--- src/rtl/core/rc_pwm_four_channel_decoder_macros.svh ---
`ifndef RC_PWM_FOUR_CHANNEL_DECODER_MACROS_SVH
`define RC_PWM_FOUR_CHANNEL_DECODER_MACROS_SVH

// Checks a condition at every clock edge outside reset.
`define RCPWM_ASSERT_ALWAYS(lbl, cond, msg) \
    lbl: assert property (@(posedge i_clk) disable iff (!i_rst_n) (cond)) else $error(msg);

// Checks that a trigger is followed by an outcome in the next cycle.
`define RCPWM_ASSERT_NEXT(lbl, pre, post, msg) \
    lbl: assert property (@(posedge i_clk) disable iff (!i_rst_n) (pre) |=> (post)) \
        else $error(msg);

`endif

--- src/rtl/core/rcpwm_pkg.sv ---
package rcpwm_pkg;

    localparam int NUM_CHANNELS = 4;
    localparam int COUNT_WIDTH  = 16;
    localparam int CH_STICK     = 1;
    localparam int CH_LOSS      = 2;
    localparam int APB_ADDR_W   = 5;
    localparam int APB_DATA_W   = 32;

    typedef logic [COUNT_WIDTH-1:0] t_count;

    typedef enum logic [2:0] {
        REG_WRAP_ADD      = 3'd0,
        REG_JUMP_LIMIT    = 3'd1,
        REG_JUMP_HOLD     = 3'd2,
        REG_STICK_THR     = 3'd3,
        REG_CONFIRM       = 3'd4,
        REG_LOSS_LIMIT    = 3'd5,
        REG_STARTUP_DELAY = 3'd6
    } t_reg_idx;

    localparam logic [15:0] RST_WRAP_ADD      = 16'd9999;
    localparam logic [15:0] RST_JUMP_LIMIT    = 16'd500;
    localparam logic [2:0]  RST_JUMP_HOLD     = 3'd5;
    localparam logic [15:0] RST_STICK_THR     = 16'd1600;
    localparam logic [15:0] RST_CONFIRM       = 16'd250;
    localparam logic [15:0] RST_LOSS_LIMIT    = 16'd100;
    localparam logic [31:0] RST_STARTUP_DELAY = 32'd0;

    localparam logic [15:0] STICK_HOLD_MAX = 16'hFFFF;

    typedef struct packed {
        logic [15:0] wrap_add;
        logic [15:0] jump_limit;
        logic [2:0]  jump_hold;
        logic [15:0] stick_thr;
        logic [15:0] confirm;
        logic [15:0] loss_limit;
        logic [31:0] startup_delay;
    } t_cfg;

    typedef struct packed {
        t_count width;
        logic   armed;
    } t_lane_out;

    typedef struct packed {
        t_count [NUM_CHANNELS-1:0] width;
        logic                      enter_rc_mode;
        logic                      clear_loss_count;
        logic [NUM_CHANNELS-1:0]   falling_armed;
    } t_result;

endpackage

--- src/rtl/core/rcpwm_intf.sv ---
interface rcpwm_in_if;
    logic        valid;
    logic        ready;
    logic [3:0]  capture_flags;
    logic [15:0] count_ch1;
    logic [15:0] count_ch2;
    logic [15:0] count_ch3;
    logic [15:0] count_ch4;
    logic [15:0] loss_count;
    logic        rc_mode_active;
    logic [31:0] system_time;

    modport source (
        output valid, capture_flags, count_ch1, count_ch2, count_ch3, count_ch4,
               loss_count, rc_mode_active, system_time,
        input  ready
    );
    modport sink (
        input  valid, capture_flags, count_ch1, count_ch2, count_ch3, count_ch4,
               loss_count, rc_mode_active, system_time,
        output ready
    );
endinterface

interface rcpwm_out_if;
    logic        valid;
    logic        ready;
    logic [15:0] width_ch1;
    logic [15:0] width_ch2;
    logic [15:0] width_ch3;
    logic [15:0] width_ch4;
    logic        enter_rc_mode;
    logic        clear_loss_count;
    logic [3:0]  falling_armed;

    modport source (
        output valid, width_ch1, width_ch2, width_ch3, width_ch4, enter_rc_mode,
               clear_loss_count, falling_armed,
        input  ready
    );
    modport sink (
        input  valid, width_ch1, width_ch2, width_ch3, width_ch4, enter_rc_mode,
               clear_loss_count, falling_armed,
        output ready
    );
endinterface

--- src/rtl/core/rcpwm_cfg.sv ---
module rcpwm_cfg (
    input  logic                            i_clk,
    input  logic                            i_rst_n,
    input  logic                            psel,
    input  logic                            penable,
    input  logic                            pwrite,
    input  logic [rcpwm_pkg::APB_ADDR_W-1:0] paddr,
    input  logic [rcpwm_pkg::APB_DATA_W-1:0] pwdata,
    output logic [rcpwm_pkg::APB_DATA_W-1:0] prdata,
    output logic                            pready,
    output rcpwm_pkg::t_cfg                 o_cfg
);

    localparam int APB_IDX_HI = rcpwm_pkg::APB_ADDR_W - 1;

    rcpwm_pkg::t_cfg    r_cfg;
    rcpwm_pkg::t_cfg    n_cfg;
    rcpwm_pkg::t_reg_idx w_idx;
    logic               w_wr;

    assign pready = 1'b1;
    assign w_idx  = rcpwm_pkg::t_reg_idx'(paddr[APB_IDX_HI:2]);
    assign w_wr   = psel && penable && pwrite && pready;
    assign o_cfg  = r_cfg;

    always_comb begin
        n_cfg = r_cfg;
        if (w_wr) begin
            case (w_idx)
                rcpwm_pkg::REG_WRAP_ADD:      n_cfg.wrap_add      = pwdata[15:0];
                rcpwm_pkg::REG_JUMP_LIMIT:    n_cfg.jump_limit    = pwdata[15:0];
                rcpwm_pkg::REG_JUMP_HOLD:     n_cfg.jump_hold     = pwdata[2:0];
                rcpwm_pkg::REG_STICK_THR:     n_cfg.stick_thr     = pwdata[15:0];
                rcpwm_pkg::REG_CONFIRM:       n_cfg.confirm       = pwdata[15:0];
                rcpwm_pkg::REG_LOSS_LIMIT:    n_cfg.loss_limit    = pwdata[15:0];
                rcpwm_pkg::REG_STARTUP_DELAY: n_cfg.startup_delay = pwdata[31:0];
                default: ;
            endcase
        end
    end

    always_comb begin
        prdata = '0;
        case (w_idx)
            rcpwm_pkg::REG_WRAP_ADD:      prdata = {16'd0, r_cfg.wrap_add};
            rcpwm_pkg::REG_JUMP_LIMIT:    prdata = {16'd0, r_cfg.jump_limit};
            rcpwm_pkg::REG_JUMP_HOLD:     prdata = {29'd0, r_cfg.jump_hold};
            rcpwm_pkg::REG_STICK_THR:     prdata = {16'd0, r_cfg.stick_thr};
            rcpwm_pkg::REG_CONFIRM:       prdata = {16'd0, r_cfg.confirm};
            rcpwm_pkg::REG_LOSS_LIMIT:    prdata = {16'd0, r_cfg.loss_limit};
            rcpwm_pkg::REG_STARTUP_DELAY: prdata = r_cfg.startup_delay;
            default:                      prdata = '0;
        endcase
    end

    always_ff @(posedge i_clk) begin
        if (!i_rst_n) begin
            r_cfg.wrap_add      <= rcpwm_pkg::RST_WRAP_ADD;
            r_cfg.jump_limit    <= rcpwm_pkg::RST_JUMP_LIMIT;
            r_cfg.jump_hold     <= rcpwm_pkg::RST_JUMP_HOLD;
            r_cfg.stick_thr     <= rcpwm_pkg::RST_STICK_THR;
            r_cfg.confirm       <= rcpwm_pkg::RST_CONFIRM;
            r_cfg.loss_limit    <= rcpwm_pkg::RST_LOSS_LIMIT;
            r_cfg.startup_delay <= rcpwm_pkg::RST_STARTUP_DELAY;
        end else begin
            r_cfg <= n_cfg;
        end
    end

endmodule

--- src/rtl/core/rcpwm_lane.sv ---
module rcpwm_lane (
    input  logic                  i_clk,
    input  logic                  i_rst_n,
    input  logic                  i_accept,
    input  logic                  i_capture,
    input  rcpwm_pkg::t_count     i_count,
    input  rcpwm_pkg::t_cfg       i_cfg,
    output rcpwm_pkg::t_count     o_last_width,
    output rcpwm_pkg::t_lane_out  o_lane
);

    logic              r_awaiting;
    logic              n_awaiting;
    rcpwm_pkg::t_count r_rise;
    rcpwm_pkg::t_count n_rise;
    rcpwm_pkg::t_count r_last;
    rcpwm_pkg::t_count n_last;
    logic [2:0]        r_run;
    logic [2:0]        n_run;

    rcpwm_pkg::t_count w_raw;
    rcpwm_pkg::t_count w_width;
    rcpwm_pkg::t_count w_diff;
    logic [3:0]        w_run_inc;

    assign w_raw     = i_count - r_rise;
    assign w_width   = (i_count < r_rise)
                     ? rcpwm_pkg::t_count'(w_raw + i_cfg.wrap_add) : w_raw;
    assign w_diff    = (w_width > r_last) ? (w_width - r_last) : (r_last - w_width);
    assign w_run_inc = {1'b0, r_run} + 4'd1;

    always_comb begin
        n_awaiting = r_awaiting;
        n_rise     = r_rise;
        n_last     = r_last;
        n_run      = r_run;
        if (i_capture) begin
            if (r_awaiting) begin
                n_awaiting = 1'b0;
                n_last     = w_width;
                n_run      = '0;
                if (w_diff > rcpwm_pkg::t_count'(i_cfg.jump_limit)) begin
                    // spike: hold the previous width until the run runs out
                    if (w_run_inc <= {1'b0, i_cfg.jump_hold}) begin
                        n_run  = w_run_inc[2:0];
                        n_last = r_last;
                    end
                end
            end else begin
                n_rise     = i_count;
                n_awaiting = 1'b1;
            end
        end
    end

    always_ff @(posedge i_clk) begin
        if (!i_rst_n) begin
            r_awaiting <= 1'b0;
            r_last     <= '0;
            r_run      <= '0;
        end else if (i_accept) begin
            r_awaiting <= n_awaiting;
            r_last     <= n_last;
            r_run      <= n_run;
        end
    end

    always_ff @(posedge i_clk) begin
        if (i_accept) begin
            r_rise <= n_rise;
        end
    end

    assign o_last_width = r_last;
    assign o_lane.width = n_last;
    assign o_lane.armed = n_awaiting;

endmodule

--- src/rtl/core/rcpwm_merge.sv ---
module rcpwm_merge (
    input  logic                                            i_clk,
    input  logic                                            i_rst_n,
    input  logic                                            i_accept,
    input  rcpwm_pkg::t_lane_out [rcpwm_pkg::NUM_CHANNELS-1:0] i_lane,
    input  rcpwm_pkg::t_count                               i_stick_width,
    input  logic [rcpwm_pkg::NUM_CHANNELS-1:0]              i_capture_flags,
    input  logic [15:0]                                     i_loss_count,
    input  logic                                            i_rc_mode_active,
    input  logic [31:0]                                     i_system_time,
    input  rcpwm_pkg::t_cfg                                 i_cfg,
    output rcpwm_pkg::t_result                              o_word
);

    logic [15:0] r_stick_hold;
    logic [15:0] n_stick_hold;
    logic        w_stick_ok;
    logic        w_enter;

    assign w_stick_ok = (i_stick_width > rcpwm_pkg::t_count'(i_cfg.stick_thr))
                     && (i_loss_count < i_cfg.loss_limit)
                     && !i_rc_mode_active
                     && (i_system_time >= i_cfg.startup_delay);

    always_comb begin
        n_stick_hold = '0;
        w_enter      = 1'b0;
        if (w_stick_ok) begin
            n_stick_hold = (r_stick_hold == rcpwm_pkg::STICK_HOLD_MAX)
                         ? r_stick_hold : r_stick_hold + 16'd1;
            w_enter      = n_stick_hold > i_cfg.confirm;
        end
    end

    always_ff @(posedge i_clk) begin
        if (!i_rst_n) begin
            r_stick_hold <= '0;
        end else if (i_accept) begin
            r_stick_hold <= n_stick_hold;
        end
    end

    always_comb begin
        for (int i = 0; i < rcpwm_pkg::NUM_CHANNELS; i++) begin
            o_word.width[i]         = i_lane[i].width;
            o_word.falling_armed[i] = i_lane[i].armed;
        end
        o_word.enter_rc_mode    = w_enter;
        o_word.clear_loss_count = i_capture_flags[rcpwm_pkg::CH_LOSS];
    end

endmodule

--- src/rtl/core/rc_pwm_four_channel_decoder.sv ---
// Channel   Direction  Handshake      Carries
// i_item    in         valid/ready    capture flags, four counts, loss, mode, time
// o_result  out        valid/ready    four widths, rc request, loss clear, armed
// apb       in/out     psel/penable   seven config registers at 4*index
//
// One word per cycle while i_item.ready is high: each word's lane update and result are registered when it is accepted.
// Result sits in an output register backed by a one-word skid register;
// i_item.ready drops only while the skid register holds a word.
// Synchronous active-low reset; rise counts are not reset.
module rc_pwm_four_channel_decoder (
    input  logic                             i_clk,
    input  logic                             i_rst_n,
    rcpwm_in_if.sink                         i_item,
    rcpwm_out_if.source                      o_result,
    input  logic                             psel,
    input  logic                             penable,
    input  logic                             pwrite,
    input  logic [rcpwm_pkg::APB_ADDR_W-1:0] paddr,
    input  logic [rcpwm_pkg::APB_DATA_W-1:0] pwdata,
    output logic [rcpwm_pkg::APB_DATA_W-1:0] prdata,
    output logic                             pready
);

    rcpwm_pkg::t_cfg                                 w_cfg;
    rcpwm_pkg::t_count [rcpwm_pkg::NUM_CHANNELS-1:0] w_counts;
    rcpwm_pkg::t_count [rcpwm_pkg::NUM_CHANNELS-1:0] w_last;
    rcpwm_pkg::t_lane_out [rcpwm_pkg::NUM_CHANNELS-1:0] w_lane;
    rcpwm_pkg::t_result                              w_word;
    rcpwm_pkg::t_result                              r_out_word;
    rcpwm_pkg::t_result                              r_skid_word;
    logic                                            r_out_valid;
    logic                                            r_skid_valid;
    logic                                            w_accept;
    logic                                            w_out_fire;

    rcpwm_cfg u_cfg (
        .i_clk   (i_clk),
        .i_rst_n (i_rst_n),
        .psel    (psel),
        .penable (penable),
        .pwrite  (pwrite),
        .paddr   (paddr),
        .pwdata  (pwdata),
        .prdata  (prdata),
        .pready  (pready),
        .o_cfg   (w_cfg)
    );

    assign w_counts[0] = i_item.count_ch1;
    assign w_counts[1] = i_item.count_ch2;
    assign w_counts[2] = i_item.count_ch3;
    assign w_counts[3] = i_item.count_ch4;

    assign i_item.ready = !r_skid_valid;
    assign w_accept     = i_item.valid && i_item.ready;
    assign w_out_fire   = r_out_valid && o_result.ready;

    for (genvar g = 0; g < rcpwm_pkg::NUM_CHANNELS; g++) begin : g_lane
        rcpwm_lane u_lane (
            .i_clk        (i_clk),
            .i_rst_n      (i_rst_n),
            .i_accept     (w_accept),
            .i_capture    (i_item.capture_flags[g]),
            .i_count      (w_counts[g]),
            .i_cfg        (w_cfg),
            .o_last_width (w_last[g]),
            .o_lane       (w_lane[g])
        );
    end

    rcpwm_merge u_merge (
        .i_clk            (i_clk),
        .i_rst_n          (i_rst_n),
        .i_accept         (w_accept),
        .i_lane           (w_lane),
        .i_stick_width    (w_last[rcpwm_pkg::CH_STICK]),
        .i_capture_flags  (i_item.capture_flags),
        .i_loss_count     (i_item.loss_count),
        .i_rc_mode_active (i_item.rc_mode_active),
        .i_system_time    (i_item.system_time),
        .i_cfg            (w_cfg),
        .o_word           (w_word)
    );

    always_ff @(posedge i_clk) begin
        if (!i_rst_n) begin
            r_out_valid  <= 1'b0;
            r_skid_valid <= 1'b0;
        end else if (w_accept) begin
            if (r_out_valid && !o_result.ready) begin
                r_skid_valid <= 1'b1;
            end else begin
                r_out_valid <= 1'b1;
            end
        end else if (w_out_fire) begin
            if (r_skid_valid) begin
                r_skid_valid <= 1'b0;
            end else begin
                r_out_valid <= 1'b0;
            end
        end
    end

    always_ff @(posedge i_clk) begin
        if (w_accept) begin
            if (r_out_valid && !o_result.ready) begin
                r_skid_word <= w_word;
            end else begin
                r_out_word <= w_word;
            end
        end else if (w_out_fire && r_skid_valid) begin
            r_out_word <= r_skid_word;
        end
    end

    assign o_result.valid            = r_out_valid;
    assign o_result.width_ch1        = r_out_word.width[0];
    assign o_result.width_ch2        = r_out_word.width[1];
    assign o_result.width_ch3        = r_out_word.width[2];
    assign o_result.width_ch4        = r_out_word.width[3];
    assign o_result.enter_rc_mode    = r_out_word.enter_rc_mode;
    assign o_result.clear_loss_count = r_out_word.clear_loss_count;
    assign o_result.falling_armed    = r_out_word.falling_armed;

    `include "rc_pwm_four_channel_decoder_macros.svh"

    `RCPWM_ASSERT_ALWAYS(a_skid_needs_out, !r_skid_valid || r_out_valid, "skid word without output word")
    `RCPWM_ASSERT_NEXT(a_stall_fills_skid, w_accept && r_out_valid && !o_result.ready, r_skid_valid, "stalled word not kept in skid")
    `RCPWM_ASSERT_NEXT(a_clear_tracks_ch3, w_accept && (!r_out_valid || o_result.ready), r_out_word.clear_loss_count == $past(i_item.capture_flags[rcpwm_pkg::CH_LOSS]), "loss clear does not follow channel three capture")

endmodule
--- src/flat_wrapper.sv ---
// flat-port wrapper written by rule: the top's interface ports become plain ports
module rc_pwm_four_channel_decoder_flat 
  (i_clk, i_rst_n, psel, penable, pwrite, paddr, pwdata, prdata, pready, i_item_valid, i_item_capture_flags, i_item_count_ch1, i_item_count_ch2, i_item_count_ch3, i_item_count_ch4, i_item_loss_count, i_item_rc_mode_active, i_item_system_time, i_item_ready, o_result_valid, o_result_width_ch1, o_result_width_ch2, o_result_width_ch3, o_result_width_ch4, o_result_enter_rc_mode, o_result_clear_loss_count, o_result_falling_armed, o_result_ready);
  rcpwm_in_if i_item_i ();
  rcpwm_out_if o_result_i ();
  input  logic i_clk;
  input  logic i_rst_n;
  input  logic psel;
  input  logic penable;
  input  logic pwrite;
  input  logic [rcpwm_pkg::APB_ADDR_W-1:0] paddr;
  input  logic [rcpwm_pkg::APB_DATA_W-1:0] pwdata;
  output logic [rcpwm_pkg::APB_DATA_W-1:0] prdata;
  output logic pready;
  input wire logic [$bits(i_item_i.valid)-1:0] i_item_valid;
  input wire logic [$bits(i_item_i.capture_flags)-1:0] i_item_capture_flags;
  input wire logic [$bits(i_item_i.count_ch1)-1:0] i_item_count_ch1;
  input wire logic [$bits(i_item_i.count_ch2)-1:0] i_item_count_ch2;
  input wire logic [$bits(i_item_i.count_ch3)-1:0] i_item_count_ch3;
  input wire logic [$bits(i_item_i.count_ch4)-1:0] i_item_count_ch4;
  input wire logic [$bits(i_item_i.loss_count)-1:0] i_item_loss_count;
  input wire logic [$bits(i_item_i.rc_mode_active)-1:0] i_item_rc_mode_active;
  input wire logic [$bits(i_item_i.system_time)-1:0] i_item_system_time;
  output wire logic [$bits(i_item_i.ready)-1:0] i_item_ready;
  output wire logic [$bits(o_result_i.valid)-1:0] o_result_valid;
  output wire logic [$bits(o_result_i.width_ch1)-1:0] o_result_width_ch1;
  output wire logic [$bits(o_result_i.width_ch2)-1:0] o_result_width_ch2;
  output wire logic [$bits(o_result_i.width_ch3)-1:0] o_result_width_ch3;
  output wire logic [$bits(o_result_i.width_ch4)-1:0] o_result_width_ch4;
  output wire logic [$bits(o_result_i.enter_rc_mode)-1:0] o_result_enter_rc_mode;
  output wire logic [$bits(o_result_i.clear_loss_count)-1:0] o_result_clear_loss_count;
  output wire logic [$bits(o_result_i.falling_armed)-1:0] o_result_falling_armed;
  input wire logic [$bits(o_result_i.ready)-1:0] o_result_ready;
  assign i_item_i.valid = i_item_valid;
  assign i_item_i.capture_flags = i_item_capture_flags;
  assign i_item_i.count_ch1 = i_item_count_ch1;
  assign i_item_i.count_ch2 = i_item_count_ch2;
  assign i_item_i.count_ch3 = i_item_count_ch3;
  assign i_item_i.count_ch4 = i_item_count_ch4;
  assign i_item_i.loss_count = i_item_loss_count;
  assign i_item_i.rc_mode_active = i_item_rc_mode_active;
  assign i_item_i.system_time = i_item_system_time;
  assign i_item_ready = i_item_i.ready;
  assign o_result_valid = o_result_i.valid;
  assign o_result_width_ch1 = o_result_i.width_ch1;
  assign o_result_width_ch2 = o_result_i.width_ch2;
  assign o_result_width_ch3 = o_result_i.width_ch3;
  assign o_result_width_ch4 = o_result_i.width_ch4;
  assign o_result_enter_rc_mode = o_result_i.enter_rc_mode;
  assign o_result_clear_loss_count = o_result_i.clear_loss_count;
  assign o_result_falling_armed = o_result_i.falling_armed;
  assign o_result_i.ready = o_result_ready;
  rc_pwm_four_channel_decoder u_core (.i_clk(i_clk), .i_rst_n(i_rst_n), .i_item(i_item_i), .o_result(o_result_i), .psel(psel), .penable(penable), .pwrite(pwrite), .paddr(paddr), .pwdata(pwdata), .prdata(prdata), .pready(pready));
endmodule
--- config.mk ---
export PLATFORM = sky130hd
export DESIGN_NAME = rc_pwm_four_channel_decoder_flat
export DESIGN_NICKNAME = d
export VERILOG_FILES = /design/src/rtl/core/rcpwm_pkg.sv /design/src/rtl/core/rcpwm_intf.sv /design/src/rtl/core/rcpwm_cfg.sv /design/src/rtl/core/rcpwm_lane.sv /design/src/rtl/core/rcpwm_merge.sv /design/src/rtl/core/rc_pwm_four_channel_decoder.sv /design/src/flat_wrapper.sv
export VERILOG_INCLUDE_DIRS = /design/src /design/src/rtl/core
export SDC_FILE = /design/constraint.sdc
export NUM_CORES = 2
export LEC_CHECK = 0
export BUFFER_PORTS_ARGS = -buffer_cell sky130_fd_sc_hd__buf_4
export CAP_MARGIN = 25
export CORE_ASPECT_RATIO = 0.9
export CORE_MARGIN = 10
export CORE_UTILIZATION = 33
export CTS_CLUSTER_SIZE = 20
export DETAILED_ROUTE_END_ITERATION = 6
export GPL_TIMING_DRIVEN = 0
export SKIP_CTS_REPAIR_TIMING = 1
export SLEW_MARGIN = 15
export SYNTH_ARGS = -nofsm -noshare
export SYNTH_HDL_FRONTEND = slang
export SYNTH_SLANG_ARGS = --single-unit
--- constraint.sdc ---
create_clock -name i_clk -period 13.75 [get_ports i_clk]
set_input_delay 0.6875 -clock i_clk [delete_from_list [all_inputs] [get_ports i_clk]]
set_output_delay 0.6875 -clock i_clk [all_outputs]
set_load 0.01 [all_outputs]
==> impl_metrics.json <==
{
  "whs_ns": 0.234,
  "synth.distinct_cells": 88,
  "drcViolationCount": 0,
  "setup_viol": 0,
  "yosysMostFrequentCell": "nand2_1",
  "synthTopCellsByArea": "edfxtp_1 19%, ha_1 16%, dfxtp_1 13%, a21oi_1 5.7%, nand2_1 4.9%",
  "yosys-top-cells-count": "428 x nand2_1, 427 x ha_1, 403 x inv_1",
  "worst_pin_slew_ns": 1.18,
  "finalSetupTns_ns": 0,
  "cts_max_level": 2,
  "hp-class": "input pin to flip-flop",
  "first_global_vias": 28300,
  "drive_gt1_share_pct": 11.7,
  "start_kind": "flip-flop",
  "dr.pass1.iters": 6,
  "clk_pin_slew_worst_paths_ns": 0.06,
  "cts_sinks": 417,
  "cts_buffer_depth": 3,
  "drv_cap": 0,
  "finalCriticalPeriod_ns": 11.50,
  "grt_overflow": 0,
  "yosysTopAreaCell": "edfxtp_1",
  "dp_hpwl_microns": 94300,
  "crit_required_ns": 13.96,
  "num_rows": 110,
  "met3_length_microns": 10300,
  "critPathKind": "flip-flop to flip-flop",
  "fin_skew_ns": 0.0285,
  "top_layer_used": "met5",
  "synth_edf_count": 204,
  "met1_length_microns": 52700,
  "clkLatencyLatePin_ns": 0.64,
  "synth_cells": 3882,
  "critPathTopFamily": "compound AO/OA/AOI/OAI gates",
  "syn_area_per_cell_sq_um": 8.51,
  "synth_top_area_share_pct": 18.5,
  "vias": 29900,
  "grt_setup_unrepaired": "false",
  "synth.cell_area_sq_mm": 0.0330,
  "yosysSeqAreaShare_pct": 31.5,
  "min_period_over_period_pct": 83.6,
  "core-area_sq_mm": 0.0996,
  "synth-warning-count": 0,
  "root_buffer": "clkbuf_16",
  "p_seq_share_pct": 24.2,
  "fillers": 10300,
  "cts-buffers-inserted": 51,
  "route.antenna.remaining_nets": 0,
  "status": "finished, final reports clean",
  "multi_input_area_sq_mm": 0.0205,
  "switching_power_mw": 2.58,
  "grt_pass1_wl_microns": 176000,
  "ys.flop_type": "dfxtp_1",
  "wl_per_cell_microns": 21.4,
  "drt_wl_total_microns": 120000,
  "grt_usage_pct": 20.2,
  "peakVddDrop_v": 0.0000962,
  "initial_core_util_pct": 33.2,
  "antenna_found_initial": 7,
  "tritoncts": "yes",
  "slowest_delay_ns": 0.94,
  "ios": 266,
  "post-route-util_pct": 38.8,
  "switching_share_pct": 42.5,
  "die_x_microns": 354,
  "slew_headroom_pct": 21.1,
  "via_per_inst": 5.34,
  "regArea_sq_mm": 0.0104,
  "power_density_mw_per_mm2": 157,
  "dieArea_sq_mm": 0.113,
  "grt_max_degree": 39,
  "synth_nets": 4486,
  "hold_viol": 0,
  "fin_nets": 4812,
  "slowest_stage": "dfxtp_1",
  "critPathMaxFanout": 10,
  "dr.first_iter.drc_count": 2906,
  "synth-async-reset-ratio_pct": 0,
  "wl_met2_microns": 51900,
  "max_freq_mhz": 87.0,
  "place.gp.congestion": 0.939,
  "io_buffers": 260,
  "areaGrowthSynthToFinish_pct": 16.9,
  "final_max_slew_viol_count": 0,
  "crit_top_cell": "o21ai_0",
  "clockPowerShare_pct": 23.0,
  "total_leakage_power_nw": 16.6,
  "cp.arrival_ns": 11.71,
  "die_h_microns": 320,
  "p_int_mw": 3.48,
  "end_kind": "flip-flop",
  "comb_power_share_pct": 52.8,
  "ys_ff_latch": 417,
  "cp_num_buf_inv": 4
}
## cell usage in the layout, fill, tap and decap left out, types with 11 or more instances in the layout
master / Yosys / final
buf_4: 4 / 264
nand2b_1: 32 / 32
a21oi_1: 375 / 374
inv_1: 403 / 403
o21bai_1: 23 / 23
a22oi_1: 11 / 11
nor4_1: 13 / 13
o21ai_0: 217 / 217
nand3_1: 84 / 84
buf_2: 24 / 24
nor3_1: 69 / 69
clkbuf_1: 110 / 120
ha_1: 427 / 427
a21o_1: 102 / 102
o211ai_1: 43 / 43
a21boi_0: 12 / 12
o21a_1: 34 / 34
nand4_1: 46 / 46
and2_1: 25 / 25
and3_1: 23 / 22
fa_1: 16 / 16
dfxtp_1: 213 / 213
nor2_1: 237 / 237
or3_1: 18 / 18
o31ai_1: 29 / 29
a31oi_1: 32 / 32
a2bb2oi_1: 11 / 11
mux2_2: 70 / 70
nor2b_1: 59 / 59
xor2_1: 62 / 62
xnor2_1: 102 / 102
o31a_1: 12 / 12
nand2_1: 428 / 428
edfxtp_1: 204 / 204
a211oi_1: 58 / 58
clkbuf_16: 0 / 56
mux2i_1: 81 / 81
## worst reg2reg max path: cells and delay by family, from the launching register on
family	cells	cell delay (ns)
simple gates	9	1.77
xor+xnor	1	0.12
mux	1	0.45
compound gates	14	5.13
buf+inv	4	1.44
flops	1	0.94
fa+ha+maj	3	1.23
## routing by layer
metal / vias up / global-route usage (%)
met5: - / 0
li1: 14500 / -
met1: 14100 / 27.0
met2: 1089 / 31.4
met3: 211 / 4.64
met4: 4 / 7.63
## power groups by stage
| stage | Combinational [mW] | Clock (mW) | Sequential, mW |
|---|---|---|---|
| after CTS | 3.15 | 1.42 | 1.47 |
| after detailed placement | 3.13 | 0 | 1.49 |
| after global placement | 3.08 | 0 | 1.50 |
| final | 3.20 | 1.40 | 1.47 |
| after floorplan | 2.26 | 0 | 1.48 |
| after global routing | 3.54 | 1.47 | 1.47 |
## flip-flops by register name, summed over array words and instances (netlist names)
signal / count
u_core.o_result.width_ch1: 16
u_core.o_result.enter_rc_mode: 1
u_core.u_merge.r_stick_hold: 16
u_core.o_result.width_ch3: 16
u_core.r_skid_word: 70
u_core.g_lane.u_lane.r_rise: 64
u_core.o_result.width_ch2: 16
u_core.g_lane.u_lane.r_run: 12
u_core.o_result.width_ch4: 16
u_core.o_result.falling_armed: 4
u_core.o_result.valid: 1
u_core.u_cfg.o_cfg: 115
u_core.g_lane.u_lane.r_awaiting: 4
u_core.r_skid_valid: 1
u_core.o_result.clear_loss_count: 1
u_core.g_lane.u_lane.o_last_width: 64
## cells by family after synthesis
family	count (synthesis)	synth area share, %
AO/OA/AOI/OAI	1071	20.4
XOR/XNOR	164	4.35
adder cells (fa/ha/maj)	443	17.1
buffers and inverters	551	6.47
flip-flops	417	31.5
multiplexers	157	5.20
other	1	0.0114
AND/OR/NAND/NOR	1078	15.0
## cell type report
class,instances,area share [%]
timing repair buffer,273,5.66
buffer,148,1.61
tap,1344,4.35
inverter,403,3.92
multi-input combinational,2914,53.1
antenna,2,0.0130
clock inverter,21,0.428
clock buffer,73,3.97
sequential,417,26.9
## final timing paths
path / slack [ns] / end / startpoint / cells past startpoint
setup / recovery: 2.25 / u_core.o_result.width_ch3[6]$_DFFE_PP_ / u_core.u_cfg.o_cfg[100]$_SDFFE_PN1P_ / 32
hold reg to reg: 0.45 / u_core.u_cfg.o_cfg[95]$_SDFFE_PN0P_ / u_core.u_cfg.o_cfg[95]$_SDFFE_PN0P_ / 2
hold / removal: 0.23 / u_core.g_lane[1].u_lane.r_rise[0]$_DFFE_PP_ / i_item_count_ch2[0] / 1
setup reg to reg: 2.25 / u_core.o_result.width_ch3[6]$_DFFE_PP_ / u_core.u_cfg.o_cfg[100]$_SDFFE_PN1P_ / 32
## metrics by stage
| step | area, sq um | total power, mW | std cells | setup WS, ns |
|---|---|---|---|---|
| 2_1_floorplan | 33000 | 3.74 | 3882 | 4.97 |
| 5_1_grt | 38600 | 6.49 | 5593 | 2.04 |
| 3_3_place_gp | 36700 | 4.58 | 5486 | 2.57 |
| 6_report | 38600 | 6.06 | 5595 | 2.25 |
| 3_5_place_dp | 36900 | 4.63 | 5497 | 2.52 |
| 4_1_cts | 38600 | 6.04 | 5591 | 2.68 |
No activity file was read; power rests on OpenSTA's default activity.
